**src/ehs_pkg.sv**
```systemverilog
// Package for the exception handler stack: sizes, action and status codes,
// the control word layout and the microcode table. No dependencies.
`default_nettype none

package ehs_pkg;

   localparam int HANDLER_DEPTH = 32;
   localparam int ADDR_W = $clog2(HANDLER_DEPTH);
   localparam int CNT_W = $clog2(HANDLER_DEPTH + 1);
   localparam int STEP_W = 4;

   localparam logic [1:0] ACT_PUSH = 2'd0;
   localparam logic [1:0] ACT_POP = 2'd1;
   localparam logic [1:0] ACT_THROW = 2'd2;
   localparam logic [1:0] ACT_IDLE = 2'd3;

   localparam logic [1:0] ST_OK = 2'd0;
   localparam logic [1:0] ST_FULL = 2'd1;
   localparam logic [1:0] ST_EMPTY = 2'd2;
   localparam logic [1:0] ST_MISS = 2'd3;

   localparam logic [STEP_W-1:0] STEP_FETCH = 4'd0;
   localparam logic [STEP_W-1:0] STEP_PUSH = 4'd1;
   localparam logic [STEP_W-1:0] STEP_EMIT_PUSH = 4'd2;
   localparam logic [STEP_W-1:0] STEP_POP = 4'd3;
   localparam logic [STEP_W-1:0] STEP_EMIT_OK = 4'd4;
   localparam logic [STEP_W-1:0] STEP_THROW = 4'd5;
   localparam logic [STEP_W-1:0] STEP_THROW_CMP = 4'd6;
   localparam logic [STEP_W-1:0] STEP_EMIT_FOUND = 4'd7;
   localparam logic [STEP_W-1:0] STEP_EMIT_MISS = 4'd8;
   localparam logic [STEP_W-1:0] STEP_EMIT_EMPTY = 4'd9;
   localparam logic [STEP_W-1:0] STEP_EMIT_FULL = 4'd10;

   typedef enum logic [2:0] {
      COND_NEXT,
      COND_ALWAYS,
      COND_DISPATCH,
      COND_FULL,
      COND_EMPTY,
      COND_NOMATCH
   } cond_type;

   typedef enum logic [1:0] {
      SEL_ZERO,
      SEL_PUSH,
      SEL_FOUND
   } sel_type;

   typedef struct packed {
      logic accept;
      logic push;
      logic pop;
      logic mem_rd;
      logic emit;
      logic [1:0] status;
      sel_type sel;
      cond_type cond;
      logic [STEP_W-1:0] target;
   } ctl_word_type;

   typedef struct packed {
      logic req_valid;
      logic out_free;
      logic full;
      logic empty;
      logic match;
      logic [1:0] action;
   } flags_type;

   typedef struct packed {
      logic [15:0] base;
      logic [31:0] pc;
      logic [7:0] reg_idx;
   } entry_type;

   function automatic logic [STEP_W-1:0] dispatch_target(input logic [1:0] action);
      logic [STEP_W-1:0] t;
      unique case (action)
         ACT_PUSH: t = STEP_PUSH;
         ACT_POP: t = STEP_POP;
         ACT_THROW: t = STEP_THROW;
         ACT_IDLE: t = STEP_EMIT_OK;
         default: t = STEP_EMIT_OK;
      endcase
      return t;
   endfunction

   function automatic ctl_word_type ucode(input logic [STEP_W-1:0] step);
      ctl_word_type w;
      w = '0;
      w.sel = SEL_ZERO;
      w.cond = COND_ALWAYS;
      w.target = STEP_FETCH;
      unique case (step)
         STEP_FETCH: begin
            w.accept = 1'b1;
            w.cond = COND_DISPATCH;
         end
         STEP_PUSH: begin
            w.push = 1'b1;
            w.cond = COND_FULL;
            w.target = STEP_EMIT_FULL;
         end
         STEP_EMIT_PUSH: begin
            w.emit = 1'b1;
            w.sel = SEL_PUSH;
         end
         STEP_POP: begin
            w.pop = 1'b1;
            w.cond = COND_EMPTY;
            w.target = STEP_EMIT_EMPTY;
         end
         STEP_EMIT_OK: begin
            w.emit = 1'b1;
         end
         STEP_THROW: begin
            w.pop = 1'b1;
            w.mem_rd = 1'b1;
            w.cond = COND_EMPTY;
            w.target = STEP_EMIT_MISS;
         end
         STEP_THROW_CMP: begin
            w.cond = COND_NOMATCH;
            w.target = STEP_THROW;
         end
         STEP_EMIT_FOUND: begin
            w.emit = 1'b1;
            w.sel = SEL_FOUND;
         end
         STEP_EMIT_MISS: begin
            w.emit = 1'b1;
            w.status = ST_MISS;
         end
         STEP_EMIT_EMPTY: begin
            w.emit = 1'b1;
            w.status = ST_EMPTY;
         end
         STEP_EMIT_FULL: begin
            w.emit = 1'b1;
            w.status = ST_FULL;
         end
         default: begin
            w.cond = COND_ALWAYS;
         end
      endcase
      return w;
   endfunction

endpackage

`default_nettype wire

```
**src/ehs_channels.sv**
```systemverilog
// Valid/ready channel interfaces for the request and response words of the
// exception handler stack. No dependencies.
`default_nettype none

interface ehs_req_if;
   logic valid;
   logic ready;
   logic [1:0] action;
   logic [15:0] active_base;
   logic [31:0] handler_pc;
   logic [7:0] handler_reg;

   modport source (output valid, action, active_base, handler_pc, handler_reg,
                   input ready);
   modport sink (input valid, action, active_base, handler_pc, handler_reg,
                 output ready);
endinterface

interface ehs_rsp_if;
   logic valid;
   logic ready;
   logic [1:0] status;
   logic [31:0] resume_pc;
   logic [15:0] resume_base;
   logic [16:0] value_slot;

   modport source (output valid, status, resume_pc, resume_base, value_slot,
                   input ready);
   modport sink (input valid, status, resume_pc, resume_base, value_slot,
                 output ready);
endinterface

`default_nettype wire

```
**src/ehs_sequencer.sv**
```systemverilog
// Microcode sequencer: step counter, control word lookup and conditional
// jumps. Depends on ehs_pkg.
`default_nettype none

module ehs_sequencer (
   input wire logic clock,
   input wire logic reset,
   input wire ehs_pkg::flags_type flags,
   output ehs_pkg::ctl_word_type ctl
);

   logic [ehs_pkg::STEP_W-1:0] step_ff;
   logic [ehs_pkg::STEP_W-1:0] step_in;
   logic hold;

   assign ctl = ehs_pkg::ucode(step_ff);
   assign hold = (ctl.accept && !flags.req_valid) || (ctl.emit && !flags.out_free);

   always_comb begin
      step_in = step_ff + 1'b1;
      case (ctl.cond)
         ehs_pkg::COND_ALWAYS: step_in = ctl.target;
         ehs_pkg::COND_DISPATCH: step_in = ehs_pkg::dispatch_target(flags.action);
         ehs_pkg::COND_FULL: if (flags.full) step_in = ctl.target;
         ehs_pkg::COND_EMPTY: if (flags.empty) step_in = ctl.target;
         ehs_pkg::COND_NOMATCH: if (!flags.match) step_in = ctl.target;
         default: step_in = step_ff + 1'b1;
      endcase
      if (hold) begin
         step_in = step_ff;
      end
   end

   always_ff @(posedge clock) begin
      if (reset) begin
         step_ff <= ehs_pkg::STEP_FETCH;
      end else begin
         step_ff <= step_in;
      end
   end

endmodule

`default_nettype wire

```
**src/exception_handler_stack_top.sv**
```systemverilog
// Top level of the exception handler stack: handler memory, count, request
// latch and response register, driven by ehs_sequencer. Depends on ehs_pkg
// and the channel interfaces.
// A push or a pop passes through the fetch step that accepts the request,
// one step of work and the step that loads the response register. A request
// with the unused action code goes from the fetch step straight to the step
// that loads the response register. A throw examines one entry at a time,
// each a read of the handler memory's registered port followed by a compare;
// a throw that discards every entry, or meets an empty stack, ends with one
// more read step that finds the stack empty. A finished response waits in the
// output register, and the next request is taken meanwhile. No clearing pass
// is needed after reset.
`default_nettype none

module exception_handler_stack_top (
   input wire logic clock,
   input wire logic reset,
   ehs_req_if.sink req_port,
   ehs_rsp_if.source rsp_port
);

   ehs_pkg::ctl_word_type ctl;
   ehs_pkg::flags_type flags;

   logic [ehs_pkg::CNT_W-1:0] count_ff;
   logic [ehs_pkg::CNT_W-1:0] count_in;
   logic [1:0] action_ff;
   logic [15:0] cur_base_ff;
   logic [31:0] pc_ff;
   logic [7:0] reg_ff;
   ehs_pkg::entry_type rd_ff;
   ehs_pkg::entry_type mem [ehs_pkg::HANDLER_DEPTH];
   logic rsp_valid_ff;
   logic [1:0] status_ff;
   logic [31:0] resume_pc_ff;
   logic [15:0] resume_base_ff;
   logic [16:0] value_slot_ff;

   logic full;
   logic empty;
   logic accept_fire;
   logic emit_fire;
   logic push_fire;
   logic pop_fire;
   logic out_free;
   logic [ehs_pkg::ADDR_W-1:0] rd_addr;

   assign full = (count_ff == ehs_pkg::CNT_W'(ehs_pkg::HANDLER_DEPTH));
   assign empty = (count_ff == '0);
   assign out_free = !rsp_valid_ff || rsp_port.ready;
   assign accept_fire = ctl.accept && req_port.valid;
   assign emit_fire = ctl.emit && out_free;
   assign push_fire = ctl.push && !full;
   assign pop_fire = ctl.pop && !empty;
   assign rd_addr = ehs_pkg::ADDR_W'(count_ff - 1'b1);

   assign flags.req_valid = req_port.valid;
   assign flags.out_free = out_free;
   assign flags.full = full;
   assign flags.empty = empty;
   assign flags.match = (rd_ff.base <= cur_base_ff);
   assign flags.action = accept_fire ? req_port.action : action_ff;

   assign req_port.ready = ctl.accept && !reset;
   assign rsp_port.valid = rsp_valid_ff;
   assign rsp_port.status = status_ff;
   assign rsp_port.resume_pc = resume_pc_ff;
   assign rsp_port.resume_base = resume_base_ff;
   assign rsp_port.value_slot = value_slot_ff;

   ehs_sequencer u_seq (
      .clock(clock),
      .reset(reset),
      .flags(flags),
      .ctl(ctl)
   );

   always_comb begin
      count_in = count_ff;
      if (push_fire) begin
         count_in = count_ff + 1'b1;
      end else if (pop_fire) begin
         count_in = count_ff - 1'b1;
      end
   end

   always_ff @(posedge clock) begin
      if (reset) begin
         count_ff <= '0;
         rsp_valid_ff <= 1'b0;
      end else begin
         count_ff <= count_in;
         if (emit_fire) begin
            rsp_valid_ff <= 1'b1;
         end else if (rsp_port.ready) begin
            rsp_valid_ff <= 1'b0;
         end
      end
   end

   always_ff @(posedge clock) begin
      if (accept_fire) begin
         action_ff <= req_port.action;
         cur_base_ff <= req_port.active_base;
         pc_ff <= req_port.handler_pc;
         reg_ff <= req_port.handler_reg;
      end
      if (emit_fire) begin
         status_ff <= ctl.status;
         case (ctl.sel)
            ehs_pkg::SEL_PUSH: begin
               resume_pc_ff <= pc_ff;
               resume_base_ff <= '0;
               value_slot_ff <= '0;
            end
            ehs_pkg::SEL_FOUND: begin
               resume_pc_ff <= rd_ff.pc;
               resume_base_ff <= rd_ff.base;
               value_slot_ff <= {1'b0, rd_ff.base} + {9'b0, rd_ff.reg_idx};
            end
            default: begin
               resume_pc_ff <= '0;
               resume_base_ff <= '0;
               value_slot_ff <= '0;
            end
         endcase
      end
   end

   always_ff @(posedge clock) begin
      if (push_fire) begin
         mem[count_ff[ehs_pkg::ADDR_W-1:0]] <= '{base: cur_base_ff, pc: pc_ff,
                                                 reg_idx: reg_ff};
      end
      if (ctl.mem_rd) begin
         rd_ff <= mem[rd_addr];
      end
   end

   assert property (@(posedge clock) disable iff (reset)
      count_ff <= ehs_pkg::CNT_W'(ehs_pkg::HANDLER_DEPTH))
      else $error("Handler count exceeds the stack depth.");

   assert property (@(posedge clock) disable iff (reset)
      emit_fire && ctl.sel == ehs_pkg::SEL_FOUND |-> rd_ff.base <= cur_base_ff)
      else $error("Throw resumed at a handler above the current frame base.");

   assert property (@(posedge clock) disable iff (reset)
      push_fire && !ctl.emit |=> count_ff == $past(count_ff) + 1'b1)
      else $error("Accepted push did not raise the handler count.");

   assert property (@(posedge clock) disable iff (reset)
      emit_fire |=> rsp_valid_ff && status_ff == $past(ctl.status))
      else $error("Response register missed a finished word.");

endmodule

`default_nettype wire
```
**src/flat_wrapper.sv**
```systemverilog
// flat-port wrapper written by rule: the top's interface ports become plain ports
module exception_handler_stack_top_flat 
  (clock, reset, req_port_valid, req_port_action, req_port_active_base, req_port_handler_pc, req_port_handler_reg, req_port_ready, rsp_port_valid, rsp_port_status, rsp_port_resume_pc, rsp_port_resume_base, rsp_port_value_slot, rsp_port_ready);
  ehs_req_if req_port_i ();
  ehs_rsp_if rsp_port_i ();
  input wire logic clock;
  input wire logic reset;
  input wire logic [$bits(req_port_i.valid)-1:0] req_port_valid;
  input wire logic [$bits(req_port_i.action)-1:0] req_port_action;
  input wire logic [$bits(req_port_i.active_base)-1:0] req_port_active_base;
  input wire logic [$bits(req_port_i.handler_pc)-1:0] req_port_handler_pc;
  input wire logic [$bits(req_port_i.handler_reg)-1:0] req_port_handler_reg;
  output wire logic [$bits(req_port_i.ready)-1:0] req_port_ready;
  output wire logic [$bits(rsp_port_i.valid)-1:0] rsp_port_valid;
  output wire logic [$bits(rsp_port_i.status)-1:0] rsp_port_status;
  output wire logic [$bits(rsp_port_i.resume_pc)-1:0] rsp_port_resume_pc;
  output wire logic [$bits(rsp_port_i.resume_base)-1:0] rsp_port_resume_base;
  output wire logic [$bits(rsp_port_i.value_slot)-1:0] rsp_port_value_slot;
  input wire logic [$bits(rsp_port_i.ready)-1:0] rsp_port_ready;
  assign req_port_i.valid = req_port_valid;
  assign req_port_i.action = req_port_action;
  assign req_port_i.active_base = req_port_active_base;
  assign req_port_i.handler_pc = req_port_handler_pc;
  assign req_port_i.handler_reg = req_port_handler_reg;
  assign req_port_ready = req_port_i.ready;
  assign rsp_port_valid = rsp_port_i.valid;
  assign rsp_port_status = rsp_port_i.status;
  assign rsp_port_resume_pc = rsp_port_i.resume_pc;
  assign rsp_port_resume_base = rsp_port_i.resume_base;
  assign rsp_port_value_slot = rsp_port_i.value_slot;
  assign rsp_port_i.ready = rsp_port_ready;
  exception_handler_stack_top u_core (.clock(clock), .reset(reset), .req_port(req_port_i), .rsp_port(rsp_port_i));
endmodule
```
**config.mk**
```make
export PLATFORM = sky130hd
export DESIGN_NAME = exception_handler_stack_top_flat
export DESIGN_NICKNAME = d
export VERILOG_FILES = /design/src/ehs_pkg.sv /design/src/ehs_channels.sv /design/src/ehs_sequencer.sv /design/src/exception_handler_stack_top.sv /design/src/flat_wrapper.sv
export SDC_FILE = /design/constraint.sdc
export NUM_CORES = 2
export LEC_CHECK = 0
export ABC_AREA = 1
export BUFFER_PORTS_ARGS = -buffer_cell sky130_fd_sc_hd__buf_4
export CAP_MARGIN = 10
export CORE_ASPECT_RATIO = 1.2
export CORE_MARGIN = 3
export CORE_UTILIZATION = 50
export CTS_CLUSTER_DIAMETER = 150
export DETAILED_ROUTE_END_ITERATION = 8
export PLACE_DENSITY = 0.76
export SKIP_LAST_GASP = 1
export SYNTH_ARGS = -nofsm -noshare
export SYNTH_HDL_FRONTEND = slang
export SYNTH_SLANG_ARGS = --single-unit
```
**constraint.sdc**
```tcl
create_clock -name clock -period 8.9 [get_ports clock]
set_input_delay 1.78 -clock clock [delete_from_list [all_inputs] [get_ports clock]]
set_output_delay 1.78 -clock clock [all_outputs]
set_load 0.01 [all_outputs]
```
* Yosys cells after proc, flatten, opt, wreduce, memory -nomap -nowiden *
Memory sizes are Yosys's and may differ from the RTL's. A register that Yosys moved wholly into a read port is not among the register bits.
Index checks and enable logic that the tools add are counted.

storage, ports and cells
  bits in registers = 136
  memory bits (writable) = 1792
  input bits = 62
  output and inout port bits = 69
  word-level logic and storage cells = 82
  memories kept = 1

memory list
  memory      depth  bits a word  read ports  clocked after memory_dff  write ports  RTL line                           source
  u_core.mem  32     56           1           1                         1            exception_handler_stack_top.sv:32  ehs_pkg::entry_type mem [ehs_pkg::HANDLER_DEPTH];

operators by class
  add/subtract/negate cells = 4
  order comparisons = 1
  eq/ne operators = 21
  mux-type cells = 22
  reduce and logical (&&, ||, !) cells = 22

operators by type and width
  operator             number
  $pmux 32 s2          1
  $pmux 4 s4           2
  $pmux 4 s5           1
  $add 16x8->17        1
  $eq 4x3->1 const B   4
  $le 16x16->1         1
  $eq 4x4->1 const B   3
  $mux 4               3
  $mux 6               2
  $pmux 3 s4           1
  $mux 1               9
  $eq 4x2->1 const B   2
  $logic_and 1x1->1    7
  $add 6x1->6 const B  1
  $eq 2x2->1 const B   3
  $eq 3x2->1 const B   2
  $eq 3x3->1 const B   2
  $eq 6x6->1 const B   1
  $logic_not 1->1      6
  $logic_not 6->1      1
  $pmux 2 s3           1
  $reduce_or 6->1      1
  $sub 6x1->6 const B  1
  $add 4x1->4 const B  1
  10 further kinds     13

* Depth between registers and ports, before layout *
  word-level depth = 7
  depth in mapped cells = 16
  gate-level depth less buffers = 16

* Hierarchy *
Synthesis repeated with hierarchy kept, for this count alone.

second synthesis, totals
  cell total of the unflattened synthesis = 6872
  area total of the unflattened synthesis = 80367.1 µm²

modules (own cells, without submodules)
  module                       instances  cells an instance  area each (µm²)
  exception_handler_stack_top  1          6741               79630.1
  ehs_sequencer                1          131                737.0

* Worst setup path before layout *
OpenSTA, ideal clock, no wires.

  path kind = reg-to-reg
  from = reg u_core.count_ff[0] (netlist bit)
  to = mem u_core.mem[19][0] (netlist bit), enable pin
  library setup time = 0.539 ns
  data arrival time = 5.324 ns
  required time = 8.361 ns
  slack = 3.038 ns
  cell stages (with the launch flop) = 12
  path buffers = 4
  period minus slack after synthesis = 5.862 ns
  cell sequence = dfxtp_1 buf_6 inv_4 buf_4 buf_2 buf_2 ha_1 inv_1 nor3_2 inv_1 nand2_2 nor3_1

between the ends
  cells in the longest elaborated chain, start to end = 5

RTL lines
  element                       RTL line                            source
  from (decl)                   exception_handler_stack_top.sv:25   logic [ehs_pkg::CNT_W-1:0] count_ff;
  from (signal assigned)        exception_handler_stack_top.sv:92   count_ff <= count_in;
  $eq 6x6->1                    exception_handler_stack_top.sv:48   assign full = (count_ff == ehs_pkg::CNT_W'(ehs_pkg::HANDLER_DEPTH));
  $logic_not 1->1               exception_handler_stack_top.sv:53   assign push_fire = ctl.push && !full;
  $logic_and 1x1->1             exception_handler_stack_top.sv:53
  $mux 1                        exception_handler_stack_top.sv:131  if (push_fire) begin
  $mux 1 (implied by the code)  exception_handler_stack_top.sv:132  mem[count_ff[ehs_pkg::ADDR_W-1:0]] <= '{base: cur_base_ff, pc: pc_ff,
  to (decl)                     exception_handler_stack_top.sv:32

Several ways; a longest one is shown, not always the timed one.

* Final worst setup path *
  from = reg u_core.count_ff[0] (netlist bit)
  to = reg, netlist name u_core.rd_ff[18]

between the ends
  cells in the longest elaborated chain, start to end = 1

RTL lines
  element      RTL line                           source
  $sub 6x1->6  exception_handler_stack_top.sv:55  assign rd_addr = ehs_pkg::ADDR_W'(count_ff - 1'b1);

No other way between the ends.
A chain may end at the register's enable or synchronous reset.

==> metrics <==
status=finished clean; Design Area, Final=85800 sq um; final setup skew=27.4 ps; Final ANT Viol Nets=0; CP Capture Type=flip-flop; clk_lat worst skew=810 ps; die width=366 um; number of core rows=157; slew margin rel.=14.4%; register bit count reported by yosys=1984; post-CTS sizing=0; crit-path cells=inv_16 > ha_4 > buf_12 > buf_4 > o21ai_0 > o22ai_1 > o21ai_0 > o21ai_1 > nor2_1 > a21oi_1; # setup viols final=0; Syn Std Cell Area=77600 sq um; Vias=50.2k; post-CTS setup buffer count=0; synthesized area per cell=13.9 sq um; TritonCTS clock tree=built; I/O Buffers=130; Final Hold Vio Count=0; WP buf/inv=3; vias in the first global route=48.4k; DP Worst Slack=3740 ps; P per Cell Area=356 nW/um^2; via density per instance=6.43; Seq/Total Area, Yosys=76.6%; commonest cells after routing, fill and taps aside=1971 x edfxtp_1, 1045 x nor2_1, 958 x o21ai_0; Worst Path Required=9560 ps; Setup CP Type=flip-flop to flip-flop; final worst-path cycle share=60.5%; max_cap viols=0; Startpoint Class=flip-flop; initial core utilization=50.6%; maximum buffer depth of the clock tree=3; DRC=0; cells after synthesis=5600; Synthesized Nets=5698; delay-heaviest family, CP=buffers and inverters; setup TNS=0 ps; Final Non-Filler Cells=7805; H-tree depth=4; largest area contributor in the netlist=edfxtp_1; critical path's slowest cell=ha_4; maximum vdd ir drop=421 uV; Total Power=30.5 mW; core area=153000 sq um; minimum clock period=5390 ps; total CTS buffers=170; setup ws final=3510 ps; most common cell after layout, fill and taps aside=edfxtp_1; first-pass GRT wire length=307000 um; antenna violations before repair=8; leakage=27.2 nW; crit-path most repeated cell=o21ai_0; Least-Margin Pin Slew=1280 ps; Clock Sinks=1984; area grow syn2layout=10.6%; largest net degree at the start of global routing=262; placed cells=7488; synth top area cells=edfxtp_1 76%, o21ai_0 6.2%, nor2_1 5.2%, o221ai_1 3.8%, clkbuf_1 1.0%; Synthesis Warnings=0; total grt overflow=0; Final nets=5692; min-delay worst type=flip-flop to flip-flop; share of the synthesized area in the top cell type=76.3%; pins over their slew limit=0; RSZ-0062 raised after global routing=no; GRT Total Usage=25.9%; drt wl/cell=27.1 um; Die ar.=160000 sq um; WP data arrival=6050 ps; io pins=131; critical path's largest stage delay=1010 ps; hold_buf cts=0; RD Place Congestion=0.847; layout cells sized above 1=8.79%; DIE HEIGHT=438 um; Clock Pin Slew Worst Setup and Hold Paths=60 ps; 1st-iter DRT viols=8030; post-detail-place hpwl=103000 um; drt first pass iters=7; placed inst area=80400 sq um; final wirelength=211000 um; Root Buffer=clkbuf_16; Critical Path Fanout Max=193; Netlist cell types=39; fmax=186 MHz
==> flip-flops by register name (all words and copies together) (netlist names), 4 cells and up <==
register,cells
u_core.mem,1792
u_core.rd_ff,56
u_core.pc_ff,32
u_core.rsp_port.resume_pc,32
u_core.rsp_port.value_slot,17
u_core.cur_base_ff,16
u_core.rsp_port.resume_base,16
u_core.reg_ff,8
u_core.count_ff,6
u_core.u_seq.step_ff,4
==> worst min-delay path: cells and delay by family, from the launching register on <==
family           cells  cell delay (ps)
AND/OR/NAND/NOR      2              140
flip-flops           1              310
==> cell type report <==
cell class / instances / area (sq um)
fillers: 11500 / 67600
flip-flops and latches: 1984 / 59500
multi-input cells: 3114 / 16200
clock buffers: 211 / 4450
well taps: 2067 / 2590
repair buffers: 223 / 1770
clock inverters: 100 / 906
inverters: 101 / 428
diodes: 5 / 12.5
==> cells in the mapped netlist (all sizes together) <==
cell and n:
a21boi 1, a21o 1, a21oi 121, a31oi 59, buf 185, clkbuf 216, clkinv 1, dfxtp 13
edfxtp 1971, fa 1, ha 35, inv 100, nand2 169, nand3 137, nand4 5, nor2 1079
nor3 5, nor3b 1, o2111ai 2, o211ai 3, o21a 4, o21ai 1036, o221ai 336, o22ai 112
o31ai 1, xnor2 2, xor2 4
==> path summary, 6_finish.rpt <==
check        slack (ps)                start  cells after the start             endpoint
max                3510   u_core.count_ff[0]                     10     u_core.rd_ff[18]
min reg2reg         490  u_core.action_ff[0]                      2  u_core.action_ff[0]
min                 490  u_core.action_ff[0]                      2  u_core.action_ff[0]
max reg2reg        3510   u_core.count_ff[0]                     10     u_core.rd_ff[18]
==> where the power goes <==
part / internal (mW) / switching [mW] / leakage, nW
Sequential: 11.7 / 0.670 / 17.9
Clock: 3.95 / 3.27 / 2.61
Combinational: 3.04 / 7.92 / 6.68
==> kinds of logic (layout without fill, tap and decap cells) <==
group / after synthesis / in the layout / share of synthesized area (%)
other: 0 / 5 / 0
adders and majority gates: 36 / 36 / 0.590
AOI/OAI and AO/OA: 1676 / 1676 / 12.8
buffers and inverters: 502 / 635 / 2.88
and+or+nand+nor: 1396 / 1396 / 7.04
DFF: 1984 / 1984 / 76.6
xor gates and xnor gates: 6 / 6 / 0.116
==> metal layers <==
layer  vias to the layer above  global-route usage (%)  wire (um)
met2                      3649                    41.3     100000
li1                      21200                       -          -
met1                     24700                    33.6      74700
met3                       625                    5.28      25100
met5                         -                       0          0
met4                         0                    13.3      11000
==> per-stage QoR <==
step           hold slack, ps  util, %
2_1_floorplan             443        -
3_3_place_gp              468     52.4
3_5_place_dp              469     52.4
4_1_cts                   487     55.9
5_1_grt                   514     55.9
6_report                  490     55.9
Note: power is estimated with default switching activity, not from simulation.
